## config.mk

```make
export PLATFORM = sky130hd
export DESIGN_NAME = json_string_unescape_decoder_top
export DESIGN_NICKNAME = d
export VERILOG_FILES = /design/src/rtl/jsud_pkg.sv /design/src/rtl/json_string_unescape_decoder_top.sv /design/src/rtl/jsud_front.sv /design/src/rtl/jsud_fifo.sv /design/src/rtl/jsud_back.sv
export VERILOG_INCLUDE_DIRS = /design/src /design/src/rtl
export SDC_FILE = /design/constraint.sdc
export NUM_CORES = 1
export LEC_CHECK = 0
export ABC_AREA = 1
export BUFFER_PORTS_ARGS = -buffer_cell sky130_fd_sc_hd__buf_2
export CAP_MARGIN = 0
export CELL_PAD_IN_SITES_DETAIL_PLACEMENT = 0
export CELL_PAD_IN_SITES_GLOBAL_PLACEMENT = 1
export CORE_MARGIN = 4
export CORE_UTILIZATION = 51
export CTS_BUF_LIST = sky130_fd_sc_hd__clkbuf_16
export DETAILED_ROUTE_END_ITERATION = 8
export MAX_ROUTING_LAYER = met4
export PLACE_DENSITY = 0.82
export SLEW_MARGIN = 20
export SYNTH_ARGS = -nofsm -noshare
export SYNTH_HDL_FRONTEND = slang
export SYNTH_SLANG_ARGS = --single-unit
```

## constraint.sdc

```tcl
create_clock -name clk_i -period 7.9 [get_ports clk_i]
set_input_delay 0.395 -clock clk_i [delete_from_list [all_inputs] [get_ports clk_i]]
set_output_delay 0.395 -clock clk_i [all_outputs]
set_load 0.03 [all_outputs]
```

## src/rtl/assert_macros.svh

```systemverilog
// Assertion macros shared by the RTL.
`ifndef ASSERT_MACROS_SVH
`define ASSERT_MACROS_SVH

// Property checked at every clock edge outside reset.
`define JSUD_ASSERT(lbl, prop, msg) \
  lbl: assert property (@(posedge clk_i) disable iff (!rst_ni) (prop)) else $error(msg);

// Condition that must never hold outside reset.
`define JSUD_NEVER(lbl, cond, msg) \
  lbl: assert property (@(posedge clk_i) disable iff (!rst_ni) !(cond)) else $error(msg);

`endif

```

## src/rtl/jsud_pkg.sv

```systemverilog
// Shared types and codes of the JSON string unescape decoder.
`default_nettype none

package jsud_pkg;

  localparam int unsigned QueueDepth = 2;

  localparam logic [1:0] KIND_BYTE = 2'd0;
  localparam logic [1:0] KIND_END  = 2'd1;
  localparam logic [1:0] KIND_ERR  = 2'd2;

  localparam logic [2:0] ERR_NONE      = 3'd0;
  localparam logic [2:0] ERR_EXPECTED  = 3'd1;
  localparam logic [2:0] ERR_UNTERM    = 3'd2;
  localparam logic [2:0] ERR_TRUNC_ESC = 3'd3;
  localparam logic [2:0] ERR_TRUNC_UNI = 3'd4;
  localparam logic [2:0] ERR_BAD_ESC   = 3'd5;
  localparam logic [2:0] ERR_BAD_HEX   = 3'd6;

  // All results caused by one input word; cnt is 1..3.
  typedef struct packed {
    logic [1:0] kind;
    logic [2:0] err;
    logic [1:0] cnt;
    logic [7:0] b0;
    logic [7:0] b1;
    logic [7:0] b2;
  } pkt_t;

endpackage

`default_nettype wire

```

## src/rtl/json_string_unescape_decoder_top.sv

```systemverilog
// Top level of the JSON string unescape decoder.
//  channel | dir | handshake             | fields
//  in      | in  | in_valid_i/in_ready_o | data_byte_i, final_byte_i
//  out     | out | out_valid_o/out_ready_i | result_kind_o, decoded_byte_o,
//          |     |                       | error_code_o, run_last_o
// One input word per cycle while the packet queue has room; parse state is registered per accepted word.
// A \u escape yields up to three result words, played out one per cycle by
// the back end while out_ready_i is high.
// Async active-low reset returns to awaiting an opening quote; queue empties.
// Input stalls only when the packet queue is full.
`default_nettype none
`include "assert_macros.svh"

module json_string_unescape_decoder_top #(
  parameter int unsigned QueueDepth = jsud_pkg::QueueDepth
) (
  input  wire logic       clk_i,
  input  wire logic       rst_ni,
  input  wire logic       in_valid_i,
  output logic            in_ready_o,
  input  wire logic [7:0] data_byte_i,
  input  wire logic       final_byte_i,
  output logic            out_valid_o,
  input  wire logic       out_ready_i,
  output logic [1:0]      result_kind_o,
  output logic [7:0]      decoded_byte_o,
  output logic [2:0]      error_code_o,
  output logic            run_last_o
);

  logic           push_valid, push_ready;
  logic           pop_valid, pop_ready;
  jsud_pkg::pkt_t push_pkt, pop_pkt;

  jsud_front u_front (
    .clk_i        (clk_i),
    .rst_ni       (rst_ni),
    .in_valid_i   (in_valid_i),
    .in_ready_o   (in_ready_o),
    .data_byte_i  (data_byte_i),
    .final_byte_i (final_byte_i),
    .push_ready_i (push_ready),
    .push_valid_o (push_valid),
    .push_pkt_o   (push_pkt)
  );

  jsud_fifo #(
    .Depth (QueueDepth)
  ) u_fifo (
    .clk_i        (clk_i),
    .rst_ni       (rst_ni),
    .push_valid_i (push_valid),
    .push_ready_o (push_ready),
    .push_pkt_i   (push_pkt),
    .pop_valid_o  (pop_valid),
    .pop_ready_i  (pop_ready),
    .pop_pkt_o    (pop_pkt)
  );

  jsud_back u_back (
    .clk_i          (clk_i),
    .rst_ni         (rst_ni),
    .pop_valid_i    (pop_valid),
    .pop_ready_o    (pop_ready),
    .pop_pkt_i      (pop_pkt),
    .out_valid_o    (out_valid_o),
    .out_ready_i    (out_ready_i),
    .result_kind_o  (result_kind_o),
    .decoded_byte_o (decoded_byte_o),
    .error_code_o   (error_code_o),
    .run_last_o     (run_last_o)
  );

  `JSUD_ASSERT(a_err_is_last, out_valid_o && result_kind_o == jsud_pkg::KIND_ERR |-> run_last_o, "error word not last")
  `JSUD_ASSERT(a_end_is_last, out_valid_o && result_kind_o == jsud_pkg::KIND_END |-> run_last_o, "end word not last")
  `JSUD_ASSERT(a_err_code, out_valid_o |-> ((result_kind_o == jsud_pkg::KIND_ERR) == (error_code_o != jsud_pkg::ERR_NONE)), "error code mismatch")
  `JSUD_NEVER(a_kind_range, out_valid_o && result_kind_o != jsud_pkg::KIND_BYTE && result_kind_o != jsud_pkg::KIND_END && result_kind_o != jsud_pkg::KIND_ERR, "bad result kind")

endmodule

`default_nettype wire

```

## src/rtl/jsud_front.sv

```systemverilog
// Front end: parses each input word and builds a result packet for words that yield one.
`default_nettype none

module jsud_front (
  input  wire logic          clk_i,
  input  wire logic          rst_ni,
  input  wire logic          in_valid_i,
  output logic               in_ready_o,
  input  wire logic [7:0]    data_byte_i,
  input  wire logic          final_byte_i,
  input  wire logic          push_ready_i,
  output logic               push_valid_o,
  output jsud_pkg::pkt_t     push_pkt_o
);

  localparam logic [1:0] PH_IDLE = 2'd0;
  localparam logic [1:0] PH_STR  = 2'd1;
  localparam logic [1:0] PH_ESC  = 2'd2;
  localparam logic [1:0] PH_UNI  = 2'd3;

  logic [1:0]     phase_q, phase_d;
  logic [1:0]     hex_seen_q, hex_seen_d;
  logic [15:0]    code_q, code_d;
  logic           accept;
  logic           has_res;
  logic           hex_ok;
  logic [3:0]     hex_val;
  logic [15:0]    code_next;
  jsud_pkg::pkt_t pkt;

  assign in_ready_o = push_ready_i;
  assign accept     = in_valid_i & push_ready_i;

  always_comb begin
    hex_ok  = 1'b1;
    hex_val = 4'd0;
    if (data_byte_i >= 8'h30 && data_byte_i <= 8'h39) begin
      hex_val = 4'(data_byte_i - 8'h30);
    end else if (data_byte_i >= 8'h61 && data_byte_i <= 8'h66) begin
      hex_val = 4'(data_byte_i - 8'h57);
    end else if (data_byte_i >= 8'h41 && data_byte_i <= 8'h46) begin
      hex_val = 4'(data_byte_i - 8'h37);
    end else begin
      hex_ok = 1'b0;
    end
  end

  assign code_next = {code_q[11:0], hex_val};

  always_comb begin
    logic       fail;
    logic [2:0] fcode;
    fail       = 1'b0;
    fcode      = jsud_pkg::ERR_NONE;
    phase_d    = phase_q;
    hex_seen_d = hex_seen_q;
    code_d     = code_q;
    has_res    = 1'b0;
    pkt        = '0;
    pkt.kind   = jsud_pkg::KIND_BYTE;
    pkt.cnt    = 2'd1;
    unique case (phase_q)
      PH_IDLE: begin
        if (data_byte_i == 8'h22) begin
          phase_d = PH_STR;
          if (final_byte_i) begin
            fail  = 1'b1;
            fcode = jsud_pkg::ERR_UNTERM;
          end
        end else if (!(data_byte_i == 8'h20 ||
                       (data_byte_i >= 8'h09 && data_byte_i <= 8'h0D))) begin
          fail  = 1'b1;
          fcode = jsud_pkg::ERR_EXPECTED;
        end
      end
      PH_STR: begin
        if (data_byte_i == 8'h22) begin
          has_res  = 1'b1;
          pkt.kind = jsud_pkg::KIND_END;
          phase_d  = PH_IDLE;
        end else if (data_byte_i == 8'h5C) begin
          phase_d = PH_ESC;
          if (final_byte_i) begin
            fail  = 1'b1;
            fcode = jsud_pkg::ERR_TRUNC_ESC;
          end
        end else begin
          has_res = 1'b1;
          pkt.b0  = data_byte_i;
          if (final_byte_i) begin
            fail  = 1'b1;
            fcode = jsud_pkg::ERR_UNTERM;
          end
        end
      end
      PH_ESC: begin
        phase_d = PH_STR;
        has_res = 1'b1;
        case (data_byte_i)
          8'h22, 8'h5C, 8'h2F: pkt.b0 = data_byte_i;
          8'h62: pkt.b0 = 8'h08;
          8'h66: pkt.b0 = 8'h0C;
          8'h6E: pkt.b0 = 8'h0A;
          8'h72: pkt.b0 = 8'h0D;
          8'h74: pkt.b0 = 8'h09;
          8'h75: begin
            has_res    = 1'b0;
            phase_d    = PH_UNI;
            hex_seen_d = 2'd0;
            code_d     = 16'd0;
          end
          default: begin
            fail  = 1'b1;
            fcode = jsud_pkg::ERR_BAD_ESC;
          end
        endcase
        if (final_byte_i && !fail) begin
          fail  = 1'b1;
          fcode = (data_byte_i == 8'h75) ? jsud_pkg::ERR_TRUNC_UNI : jsud_pkg::ERR_UNTERM;
        end
      end
      PH_UNI: begin
        if (!hex_ok) begin
          fail  = 1'b1;
          fcode = jsud_pkg::ERR_BAD_HEX;
        end else if (hex_seen_q == 2'd3) begin
          has_res    = 1'b1;
          hex_seen_d = 2'd0;
          phase_d    = PH_STR;
          code_d     = 16'd0;
          if (code_next <= 16'h007F) begin
            pkt.cnt = 2'd1;
            pkt.b0  = code_next[7:0];
          end else if (code_next <= 16'h07FF) begin
            pkt.cnt = 2'd2;
            pkt.b0  = 8'hC0 | {3'b000, code_next[10:6]};
            pkt.b1  = 8'h80 | {2'b00, code_next[5:0]};
          end else begin
            pkt.cnt = 2'd3;
            pkt.b0  = 8'hE0 | {4'h0, code_next[15:12]};
            pkt.b1  = 8'h80 | {2'b00, code_next[11:6]};
            pkt.b2  = 8'h80 | {2'b00, code_next[5:0]};
          end
          if (final_byte_i) begin
            fail  = 1'b1;
            fcode = jsud_pkg::ERR_UNTERM;
          end
        end else begin
          code_d     = code_next;
          hex_seen_d = hex_seen_q + 2'd1;
          if (final_byte_i) begin
            fail  = 1'b1;
            fcode = jsud_pkg::ERR_TRUNC_UNI;
          end
        end
      end
      default: ;
    endcase
    if (fail) begin
      has_res    = 1'b1;
      pkt        = '0;
      pkt.kind   = jsud_pkg::KIND_ERR;
      pkt.err    = fcode;
      pkt.cnt    = 2'd1;
      phase_d    = PH_IDLE;
      hex_seen_d = 2'd0;
      code_d     = 16'd0;
    end
  end

  assign push_valid_o = accept & has_res;
  assign push_pkt_o   = pkt;

  always_ff @(posedge clk_i or negedge rst_ni) begin
    if (!rst_ni) begin
      phase_q    <= PH_IDLE;
      hex_seen_q <= 2'd0;
      code_q     <= 16'd0;
    end else if (accept) begin
      phase_q    <= phase_d;
      hex_seen_q <= hex_seen_d;
      code_q     <= code_d;
    end
  end

endmodule

`default_nettype wire

```

## src/rtl/jsud_fifo.sv

```systemverilog
// Small packet queue between front and back end.
`default_nettype none

module jsud_fifo #(
  parameter int unsigned Depth = jsud_pkg::QueueDepth
) (
  input  wire logic           clk_i,
  input  wire logic           rst_ni,
  input  wire logic           push_valid_i,
  output logic                push_ready_o,
  input  wire jsud_pkg::pkt_t push_pkt_i,
  output logic                pop_valid_o,
  input  wire logic           pop_ready_i,
  output jsud_pkg::pkt_t      pop_pkt_o
);

  localparam int unsigned PtrW = (Depth > 1) ? $clog2(Depth) : 1;
  localparam int unsigned CntW = $clog2(Depth + 1);
  localparam logic [PtrW-1:0] PtrLast = PtrW'(Depth - 1);
  localparam logic [CntW-1:0] CntFull = CntW'(Depth);

  jsud_pkg::pkt_t  mem_q [Depth];
  logic [PtrW-1:0] wr_ptr_q, rd_ptr_q;
  logic [CntW-1:0] cnt_q;
  logic            do_push, do_pop;

  assign push_ready_o = (cnt_q != CntFull);
  assign pop_valid_o  = (cnt_q != '0);
  assign pop_pkt_o    = mem_q[rd_ptr_q];
  assign do_push      = push_valid_i & push_ready_o;
  assign do_pop       = pop_valid_o & pop_ready_i;

  always_ff @(posedge clk_i) begin
    if (do_push) begin
      mem_q[wr_ptr_q] <= push_pkt_i;
    end
  end

  always_ff @(posedge clk_i or negedge rst_ni) begin
    if (!rst_ni) begin
      wr_ptr_q <= '0;
      rd_ptr_q <= '0;
      cnt_q    <= '0;
    end else begin
      if (do_push) begin
        wr_ptr_q <= (wr_ptr_q == PtrLast) ? '0 : wr_ptr_q + 1'b1;
      end
      if (do_pop) begin
        rd_ptr_q <= (rd_ptr_q == PtrLast) ? '0 : rd_ptr_q + 1'b1;
      end
      if (do_push && !do_pop) begin
        cnt_q <= cnt_q + 1'b1;
      end else if (do_pop && !do_push) begin
        cnt_q <= cnt_q - 1'b1;
      end
    end
  end

endmodule

`default_nettype wire

```

## src/rtl/jsud_back.sv

```systemverilog
// Back end: plays out each packet as one to three result words.
`default_nettype none

module jsud_back (
  input  wire logic           clk_i,
  input  wire logic           rst_ni,
  input  wire logic           pop_valid_i,
  output logic                pop_ready_o,
  input  wire jsud_pkg::pkt_t pop_pkt_i,
  output logic                out_valid_o,
  input  wire logic           out_ready_i,
  output logic [1:0]          result_kind_o,
  output logic [7:0]          decoded_byte_o,
  output logic [2:0]          error_code_o,
  output logic                run_last_o
);

  jsud_pkg::pkt_t cur_q;
  logic           vld_q;
  logic [1:0]     idx_q;
  logic           last;
  logic           done;
  logic [7:0]     sel_byte;

  assign last        = (idx_q == cur_q.cnt - 2'd1);
  assign done        = vld_q & out_ready_i;
  assign pop_ready_o = !vld_q || (out_ready_i && last);

  always_comb begin
    case (idx_q)
      2'd0:    sel_byte = cur_q.b0;
      2'd1:    sel_byte = cur_q.b1;
      default: sel_byte = cur_q.b2;
    endcase
  end

  assign out_valid_o    = vld_q;
  assign result_kind_o  = cur_q.kind;
  assign decoded_byte_o = (cur_q.kind == jsud_pkg::KIND_BYTE) ? sel_byte : 8'd0;
  assign error_code_o   = (cur_q.kind == jsud_pkg::KIND_ERR) ? cur_q.err : jsud_pkg::ERR_NONE;
  assign run_last_o     = last;

  always_ff @(posedge clk_i) begin
    if (pop_valid_i && pop_ready_o) begin
      cur_q <= pop_pkt_i;
    end
  end

  always_ff @(posedge clk_i or negedge rst_ni) begin
    if (!rst_ni) begin
      vld_q <= 1'b0;
      idx_q <= 2'd0;
    end else if (pop_ready_o) begin
      vld_q <= pop_valid_i;
      idx_q <= 2'd0;
    end else if (done) begin
      idx_q <= idx_q + 2'd1;
    end
  end

endmodule

`default_nettype wire
```

# After elaboration in Yosys (flattened, before gate mapping)
# Memory sizes are Yosys's and may differ from the RTL's. A register that Yosys moved wholly into a read port is not among the register bits.
# Index checks and enable logic that the tools add are counted.
totals:
  elab_cells: 162
  ramBits: 62
  inputBits: 13
  n_memories: 1
  regBits: 23
op_classes:
  eq_ne: 23
  addsub: 10
  bitwise_logic: 5
  n_reduce_logical: 26
  order_cmp: 10
  mux: 79
mem_list:
  columns: ["name", "depth", "word_bits", "read_ports", "rd_clocked_by_memory_dff", "wr", "line", "source"]
  rows:
  - ["u_fifo.mem_q", 2, 31, 1, 1, 1, "jsud_fifo.sv:22", "jsud_pkg::pkt_t mem_q [Depth];"]
op_table:
  columns: ["op", "n"]
  rows:
  - ["equality test 8 x 7 -> 1 bit (second input constant)", 7]
  - ["2-to-1 mux 26 bit", 2]
  - ["2-to-1 mux 12 bit", 4]
  - ["case mux 8 bit (6 select lines)", 1]
  - ["2-to-1 mux 2 bit", 19]
  - ["2-to-1 mux 16 bit", 2]
  - ["2-to-1 mux 8 bit", 4]
  - ["2-to-1 mux 31 bit", 1]
  - ["2-to-1 mux 3 bit", 10]
  - ["equality test 8 x 6 -> 1 bit (second input constant)", 3]
  - ["case mux 12 bit (2 select lines)", 1]
  - ["case mux 8 bit (3 select lines)", 1]
  - ["2-to-1 mux 1 bit", 23]
  - ["2-to-1 mux 17 bit", 1]
  - [">= comparator 8 x 7 -> 1 bit (second input constant)", 2]
  - ["<= comparator 16 x 11 -> 1 bit (second input constant)", 1]
  - ["<= comparator 16 x 7 -> 1 bit (second input constant)", 1]
  - ["<= comparator 8 x 7 -> 1 bit (second input constant)", 2]
  - ["case mux 8 bit (2 select lines)", 1]
  - ["2-to-1 mux 4 bit", 3]
  - ["inequality test 3 x 1 -> 1 bit (second input constant)", 4]
  - ["case mux 3 bit (4 select lines)", 1]
  - ["2-to-1 mux 10 bit", 1]
  - ["logical AND 1 bit", 9]
  - ["28 further kinds", 49]

# Logic depth before layout (Yosys ltp)
# Gate-level depths: netlist of the first run.
depth:
  depth_word: 15
  depth_mapped: 20

# Cells and area by module
# Synthesis of the first run repeated with hierarchy kept, for this count alone.
hier_totals:
  cells_unflattened: 617
  area_unflattened_um2: 5978.2
modules_own_cells:
  columns: ["mod", "cells_per_inst", "seq_area_each_um2", "area_per_inst_um2", "n_inst"]
  rows:
  - ["jsud_fifo", 191, 1961.9, 2571.2, 1]
  - ["jsud_front", 315, 400.4, 2015.7, 1]
  - ["jsud_back", 111, 1006.0, 1391.3, 1]

# Worst setup path before layout of the first run
# No wires, ideal clock.
synth_path:
  path_kind: "in2reg"
  from: "input port data_byte_i[0]"
  to: "memory u_fifo.mem_q[1][0] (netlist name) (enable)"
  t_required_ps: 7486
  arrival_time_ps: 2936
  path_slack_ps: 4550
  stages: 15
  cell_sequence: "inv_1 -> ha_1 -> nand2_4 -> nand2_1 -> nand2_2 -> nand2_1 -> nor2_2 -> nand3_1 -> nand2_1 -> clkinv_2 -> nand2_4 -> nand2_8 -> nand2_1 -> nand2_1 -> nor2_1"
synth_via:
  elab_chain_cells: 13
  word_cells_on_any_way: 47
synth_rtl:
  columns: ["element", "line", "source"]
  rows:
  - ["from (decl)", "json_string_unescape_decoder_top.sv:21", "input wire logic [7:0] data_byte_i,"]
  - ["parallel branches: the longest is 8 deep, another holds >= comparator 8 x 7 -> 1 bit", null, null]
  - ["2-to-1 mux 1 bit (*)", "jsud_front.sv:159", "if (fail) begin"]
  - ["bitwise AND 1 bit (*)", "jsud_front.sv:171", "assign push_valid_o = accept & has_res;"]
  - ["bitwise AND 1 bit (*)", "jsud_fifo.sv:30", "assign do_push = push_valid_i & push_ready_o;"]
  - ["2-to-1 mux 1 bit (*)", "jsud_fifo.sv:34", "if (do_push) begin"]
  - ["2-to-1 mux 1 bit (implied by the code) (*)", "jsud_fifo.sv:35", "mem_q[wr_ptr_q] <= push_pkt_i;"]
  - ["to (decl)", "jsud_fifo.sv:22", null]
# Mark *: on every way between the ends. The select of a mux whose other input is x is not followed.

# Final worst setup path of the first run
layout_path:
  from: "register u_front.phase_q[1]"
  to: "memory u_fifo.mem_q[1][27] (netlist name) (enable)"
layout_via:
  elab_chain_cells: 7
  word_cells_on_any_way: 11
layout_rtl:
  columns: ["element", "line", "source"]
  rows:
  - ["from (decl)", "jsud_front.sv:21", "logic [1:0] phase_q, phase_d;"]
  - ["from (signal assigned)", "jsud_front.sv:180", "phase_q <= phase_d;"]
  - ["equality test 2 bit (tied with other cells)", "jsud_front.sv:62", "unique case (phase_q)"]
  - ["case mux 1 bit (4 select lines) / case mux 1 bit (3 select lines) (equally long branches)", "jsud_front.sv:62", null]
  - ["2-to-1 mux 1 bit (*)", "jsud_front.sv:159", null]
  - ["bitwise AND 1 bit (*)", "jsud_front.sv:171", null]
  - ["bitwise AND 1 bit (*)", "jsud_fifo.sv:30", null]
  - ["2-to-1 mux 1 bit (*)", "jsud_fifo.sv:34", null]
  - ["2-to-1 mux 1 bit (implied by the code) (*)", "jsud_fifo.sv:35", null]
# Every way passes the cells marked *; elsewhere a longest branch is shown, timed or not.

==> run metrics, run 1 <==
initial antenna violation count=0; Hold Slack=0.0490 ns; DR WL/cell=approximately 15 um; clock sinks=107; Syn Std Cell Area=~5500 um^2; pin count of the biggest net entering global routing=30; H-tree depth=3; critical path class=reg -> reg; Post-synth EDFFs=between 80 and 90; final hold vios=0; RD Place Congestion=around 0.90; Syn Area/Cell=just over 9 um^2; pwr/cell area=around 320 nW/um^2; layout cells sized above 1=roughly 16%; maximum fanout along the worst path=15; Setup Skew=0.0120 ns; Worst-Skew Late Latency=between 0.3 and 0.4 ns; multi-input logic area=2070 um^2; clock-pin slew on the worst setup and hold paths=around 0.08 ns; Layout area overhead=9.38%; Setup Viol. Count Final=0; #FFs+latches synth=~110; Crit path required time=approximately 7.9 ns; RSZ-0062 raised after global routing=no; Slew @ Worst Pin=0.972 ns; Final TNS setup=0 ns; CTS root buf=clkbuf_16; count of input and output buffers=28; Synth Flop Type=edfxtp_1; reg2reg end=u_fifo.mem_q[1][27]; crit end category=flip-flop; grt ovf=0; vias per cell=about 5.1; Area contributors post-synth=edfxtp_1 46%, nand2_1 14%, dfrtp_1 10%; most frequent cells in the layout=210 x nand2_1, 84 x edfxtp_1, 56 x inv_1, 44 x nor2_1, 28 x buf_2; Top Ports=29; ant diodes=0; # resized after CTS=0; fraction of the yosys area taken by sequential cells=between 50% and 60%; starting density of the core=53.0%; Hold Crit Class=in -> async; area leader, netlist=edfxtp_1; leak pwr=roughly 2.6 nW; fin crit share=between 30% and 40%; maximum VDD drop=0.228 mV; DRT Wirelength=approximately 11 mm; die area=12600 um^2; # rows=37; initial DRC count=212; Hold-fix buffers, CTS=0; MaxCap Viol Count=0; global-route wire length before repair=roughly 18 mm; core area=10400 um^2; fmax=~320 MHz; slew margin rel.=a little over a third; number of vias in the routed layout=about 3900; Final Cell Area=6040 um^2; Synth async-reset ratio=a little over a fifth; path depth of the worst reg2reg path=15; Die H=~110 um; Synth top area share=a little under half; Synth cell types=41; Fill cells=just over 900; Remaining DRCs=0; Seq. cell area=between 3000 and 4000 um^2; r2r setup slk=between 4 and 5 ns; CP Launch Type=flip-flop; CTS tree=yes; min Tclk post-route=approximately 3.1 ns; clock tree buffer depth=2; CTS buffer count=9; outcome=finished, final reports clean; Nets=645; commonest non-fill, non-tap cell in the layout=nand2_1; placed wire-length estimate=~8.5 mm; Post-CTS Setup Inserts=0; Syn. warnings=0; Syn Inst Count=594; Max Slew Vio Count=0; vias in the first global route=~3800; Total GRT Usage=19.2%; drt first pass iters=5; antenna viol nets, final=0; DIE WIDTH=roughly 110 um; Net Count, Synth=621; worst r2r src=u_front.phase_q[1]; critical path arrival=between 3 and 4 ns; Post-DP Area=5740 um^2
-- stage by stage --
stage | setup WS, ns | power (mW) | util, % | std cells
floorplan | 4.55 | 1.35 | - | 594
detailed placement | 4.48 | 1.50 | 55.1 | 743
finish | 4.81 | 1.91 | 58.0 | 759
CTS | 4.78 | 1.93 | 58.0 | 759
global route | 4.49 | 2.04 | 58.0 | 759
global placement | 4.51 | 1.49 | 55.1 | 743
-- synth_stat cells, types with 2 or more instances --
cell	n
o21ai_0	16
nand4_1	2
o21ai_1	9
nand2_2	8
inv_2	8
nand3_1	18
clkbuf_1	7
a31oi_1	12
dfrtp_1	23
nand3_2	2
inv_1	56
nand2_4	4
o21ai_2	14
ha_1	14
xor2_1	3
nor2_2	4
nand3_4	3
nand2_1	210
nor2_1	46
nor2_8	2
buf_4	2
a211oi_1	3
nor3_1	6
buf_6	5
buf_1	2
edfxtp_1	84
xnor2_1	3
a21oi_1	15
-- logic make-up (layout without fill, tap and decap cells) --
| group | Yosys count | in the layout | synth area share [%] |
|---|---|---|---|
| simple gates | 309 | 309 | 24.8 |
| flops | 107 | 107 | 56.1 |
| buf+inv | 83 | 112 | 6.50 |
| compound gates | 74 | 74 | 8.29 |
| fa+ha+maj | 14 | 14 | 3.17 |
| xor+xnor | 6 | 6 | 0.952 |
| mux | 1 | 1 | 0.181 |
-- critical path, cell delays in order (launching register included) --
cell,delay (ns)
dfrtp_1,0.41
inv_1,0.12
ha_1,0.25
inv_1,0.10
nor2_1,0.20
nand2_1,0.07
nand2_1,0.08
nor2_1,0.04
nand2_1,0.07
clkinv_2,0.07
nand2_4,0.14
nand2_8,0.10
nand2_1,0.08
nand2_1,0.10
nor2_2,0.59
buf_4,0.35
-- power breakdown --
group / total [mW] / internal (mW) / switching, mW
combinational: 0.575 / 0.159 / 0.416
clock: 0.436 / 0.223 / 0.213
sequential: 0.904 / 0.830 / 0.0738
total: 1.91 / 1.21 / 0.703
-- area by class of cell --
type	count	area share [%]
inverter	66	4.12
multi-input combinational	404	34.3
clock buffer	9	3.73
timing repair buffer	30	2.57
sequential	107	51.3
tap	136	2.82
clock inverter	7	1.20
-- layer usage --
layer | wire length, um | global-route usage [%]
met5 | 0 | -
met3 | 417 | 3.23
met2 | 5550 | 32.1
met4 | 211 | 5.69
met1 | 5080 | 24.1
-- worst max path at each step --
| stage | to | slack, ns | start | depth (start not counted) |
|---|---|---|---|---|
| after floorplan | u_fifo.mem_q[1][0] | 4.55 | data_byte_i[0] | 15 |
| after global placement | u_fifo.mem_q[1][30] | 4.51 | data_byte_i[0] | 17 |
| after detailed placement | u_fifo.mem_q[1][29] | 4.48 | data_byte_i[0] | 17 |
| after CTS | u_fifo.mem_q[1][26] | 4.78 | u_front.phase_q[1] | 15 |
| after global routing | u_fifo.mem_q[1][27] | 4.49 | u_front.phase_q[1] | 15 |
| final | u_fifo.mem_q[1][27] | 4.81 | u_front.phase_q[1] | 15 |
-- state kept, by name (all words and copies together) (netlist names) --
name	count
u_back.idx_q	2
u_front.phase_q	2
u_front.code_q	12
u_fifo.rd_ptr_q	1
u_fifo.mem_q	56
u_fifo.cnt_q	2
u_back.cur_q	26
u_front.hex_seen_q	2
u_back.result_kind_o	2
u_back.out_valid_o	1
u_fifo.wr_ptr_q	1
Note: power is estimated with default switching activity, not from simulation.
==> inputs of run 2 (changes only) <==
--- a/config.mk
+++ b/config.mk
@@ -6,17 +6,17 @@
 export SDC_FILE = /design/constraint.sdc
 export NUM_CORES = 1
 export LEC_CHECK = 0
-export ABC_AREA = 1
+export ABC_AREA = 0
 export BUFFER_PORTS_ARGS = -buffer_cell sky130_fd_sc_hd__buf_2
 export CAP_MARGIN = 0
 export CELL_PAD_IN_SITES_DETAIL_PLACEMENT = 0
 export CELL_PAD_IN_SITES_GLOBAL_PLACEMENT = 1
 export CORE_MARGIN = 4
-export CORE_UTILIZATION = 51
+export CORE_UTILIZATION = 50
 export CTS_BUF_LIST = sky130_fd_sc_hd__clkbuf_16
 export DETAILED_ROUTE_END_ITERATION = 8
 export MAX_ROUTING_LAYER = met4
-export PLACE_DENSITY = 0.82
+export PLACE_DENSITY = 0.78
 export SLEW_MARGIN = 20
 export SYNTH_ARGS = -nofsm -noshare
 export SYNTH_HDL_FRONTEND = slang
==> constraint.sdc (replaced) <==
create_clock -name clk_i -period 3.15 [get_ports clk_i]
set_input_delay 0.1575 -clock clk_i [delete_from_list [all_inputs] [get_ports clk_i]]
set_output_delay 0.1575 -clock clk_i [all_outputs]
set_load 0.03 [all_outputs]
==> run 2 against run 1 <==
Against the previous run: combinational power grew to 2.6 times the previous value; clock skew is essentially flat; critical endpoint is now u_fifo.cnt_q[1]; power grew 150%; utilization shrank 0.20 points; register-to-register slack lost 4.3 ns; die area shrank 0.50%; largest power group unchanged; largest cell class unchanged; global-route usage shrank 1.3 points; critical path depth shrank 4; first-iteration DRC count grew 8.5%.
==> run metrics, run 2 <==
outcome=finished, final reports clean; # rows=37 (unchanged); RSZ-0062 raised after global routing=no; number of flip-flops under the largest register name=56 (unchanged); Worst-Skew Late Latency=0.34 ns (about the same); H-tree depth=3 (unchanged); grt ovf=0 (unchanged); critical path arrival=2.87 ns (-0.25 ns); number of vias in the routed layout=3420 (-11%); Synth async-reset ratio=21.5% (unchanged); layout cells sized above 1=21.5% (+5.9 points); antenna viol nets, final=0 (unchanged); fraction of the yosys area taken by sequential cells=57.5% (+1.4 points); DIE WIDTH=112 um (-0.25%); commonest non-fill, non-tap cell in the layout=edfxtp_1; path depth of the worst reg2reg path=11 (-4); Hold Slack=0.184 ns (+0.135 ns); commonest cells in the synthesized netlist=84 x edfxtp_1, 50 x nand2_1, 30 x nor2_1; Syn Std Cell Area=5390 um^2 (-2.5%); Synth Flop Type=edfxtp_1; Remaining DRCs=0 (unchanged); starting density of the core=51.7% (-1.3 points); Syn Area/Cell=11.9 um^2 (+28%); initial antenna violation count=0 (unchanged); MaxCap Viol Count=0 (unchanged); Syn. warnings=0 (unchanged); clock tree buffer depth=2 (unchanged); min Tclk post-route=2.65 ns (-0.437 ns); Total GRT Usage=17.9% (-1.3 points); Slew @ Worst Pin=0.782 ns (-0.190 ns); Setup Skew=0.0123 ns (+0.000298 ns); #FFs+latches synth=107 (unchanged); Post-DP Area=5680 um^2 (-1.0%); hold path depth=3; DR WL/cell=17.0 um (+15%); Max Slew Vio Count=0 (unchanged); largest registers=u_fifo.mem_q x56, u_back.cur_q x26, u_front.code_q x12; Synth top area share=46.8% (+1.2 points); Post-CTS Setup Inserts=0 (unchanged); clock sinks=107 (unchanged); Top Ports=29 (unchanged); RD Place Congestion=0.904 (+0.47%); Layout area overhead=11.8%; vias in the first global route=3407 (-9.5%); drt first pass iters=4 (-1); CP max stage delay=0.42 ns (-0.17 ns); fin crit share=84.3% (+45 points); CP Launch Type=flip-flop; CP Cell Sequence=inv_1, ha_1, nand2b_1, o31ai_1, o2111a_2, nor2_2, inv_1, ha_1, xor2_1, nor2_1, xor2_1; Setup Viol. Count Final=0 (unchanged); CTS buffer count=9 (unchanged); most frequent cells in the layout=84 x edfxtp_1, 50 x nand2_1, 29 x inv_1, 29 x mux2_2; CTS root buf=clkbuf_16; Syn Inst Count=453 (-24%); initial DRC count=230 (+8.5%); Nets=510 (-21%); count of input and output buffers=28 (unchanged); slew margin rel.=47.3% (+12 points); Synth cell types=68 (+66%); DRT Wirelength=10.6 mm (-5.7%); critical path depth=11 (-4); vias per cell=5.48 (+7.7%); area leader, netlist=edfxtp_1; clock-pin slew on the worst setup and hold paths=0.07 ns (about the same); Net Count, Synth=480 (-23%); Area contributors post-synth=edfxtp_1 47%, dfrtp_1 11%, mux2_2 6.1%; pin count of the biggest net entering global routing=30 (unchanged); leak pwr=2.28 nW (-13%); Final Cell Area=6020 um^2 (-0.35%); placed wire-length estimate=7.75 mm (-8.2%); r2r setup slk=0.50 ns (-4.31 ns); pwr/cell area=793 nW/um^2 (+150%); Crit path required time=3.37 ns (-4.56 ns); Util after Layout=57.8% (-0.20 points); global-route wire length before repair=17.4 mm (-5.8%); Fill cells=868 (-4.7%); maximum VDD drop=0.392 mV (+72%); crit end category=flip-flop; CP delay by family, top=compound AO/OA/AOI/OAI gates; core area=10400 um^2 (unchanged); die area=12500 um^2 (-0.50%); CP Buf/Inv Count=2 (-2); fmax=377 MHz (+16%); Die H=112 um (-0.25%); Hold Crit Class=in -> reg; most frequent cell after synthesis=edfxtp_1; final hold vios=0 (unchanged); critical path class=reg -> reg; Post-synth EDFFs=84 (unchanged); Reg with most FFs=u_fifo.mem_q; ant diodes=0 (unchanged); maximum fanout along the worst path=8 (-7); CTS tree=yes; CP max stage cell=dfrtp_1
-- run 2: cell count changes after synthesis, sizes merged, moves of 15 or more --
cell,previous run,this run
nand2,223,51
inv,64,29
mux2,0,31
o21ai,39,14
nand3,23,5
nor2,53,35
a22oi,0,15
-- run 2: cells by family after synthesis --
kind of cell,share of synthesized area (%)
xor gates and xnor gates,1.14
AOI/OAI and AO/OA,11.5
buffers and inverters,4.18
DFF,57.5
adders and majority gates,3.25
muxes,8.71
and+or+nand+nor,13.7
-- run 2: layout make-up --
cell class | instances | area, um^2 | share of cell area (%)
Clock buffer | 9 | 225 | 3.74
Clock inverter | 7 | 100 | 1.66
Inverter | 29 | 109 | 1.81
Multi-Input combinational cell | 297 | 2070 | 34.3
Sequential cell | 107 | 3100 | 51.5
Tap cell | 136 | 170 | 2.83
Timing Repair Buffer | 39 | 250 | 4.16
-- run 2: worst register-to-register path, delay by kind of cell, from the launching register on --
| family | cells | cell delay, ns |
|---|---|---|
| xor gates and xnor gates | 2 | 0.29 |
| buffers and inverters | 2 | 0.19 |
| adders and majority gates | 2 | 0.52 |
| DFF | 1 | 0.42 |
| AOI/OAI and AO/OA | 2 | 0.76 |
| and+or+nand+nor | 3 | 0.36 |
-- run 2: report_power, final --
part | switching [mW] | internal, mW | leakage (nW)
combinational | 0.905 | 0.561 | 1.04
clock | 0.495 | 0.704 | 0.159
sequential | 0.113 | 2.00 | 1.09
-- run 2: timing repair --
| item | CTS | global route |
|---|---|---|
| gates resized for setup | 0 | 0 |
| hold buffers | 1 | 0 |
| endpoints found under the hold margin | 23 | 0 |
-- run 2: path summary, 6_finish.rpt --
kind,start,endpoint
worst max register to register,u_front.phase_q[0],u_fifo.cnt_q[1]
worst min-delay path,out_ready_i,u_back.idx_q[0]
worst max-delay path,u_front.phase_q[0],u_fifo.cnt_q[1]
max in group asynchronous,rst_ni,u_front.code_q[5]
min in group asynchronous,rst_ni,u_front.phase_q[1]
worst min register to register,u_fifo.cnt_q[1],u_fifo.cnt_q[1]
-- run 2: metrics by stage --
stage	setup slack, ns	setup TNS, ns	power, mW	instances
2_1_floorplan	-0.404	-22.64	3.23	453
3_3_place_gp	0.249	0	3.58	607
3_5_place_dp	0.176	0	3.61	607
4_1_cts	0.509	0	4.81	624
5_1_grt	0.333	0	5.03	624
6_report	0.496	0	4.77	624
-- run 2: routing by layer --
layer | vias up | global-route usage, % | wire length (um)
li1 | 1707 | - | -
met2 | 47 | 28.5 | 5170
met3 | 8 | 2.99 | 275
met4 | 0 | 5.03 | 98
met5 | - | - | 0
met1 | 1658 | 23.8 | 5070
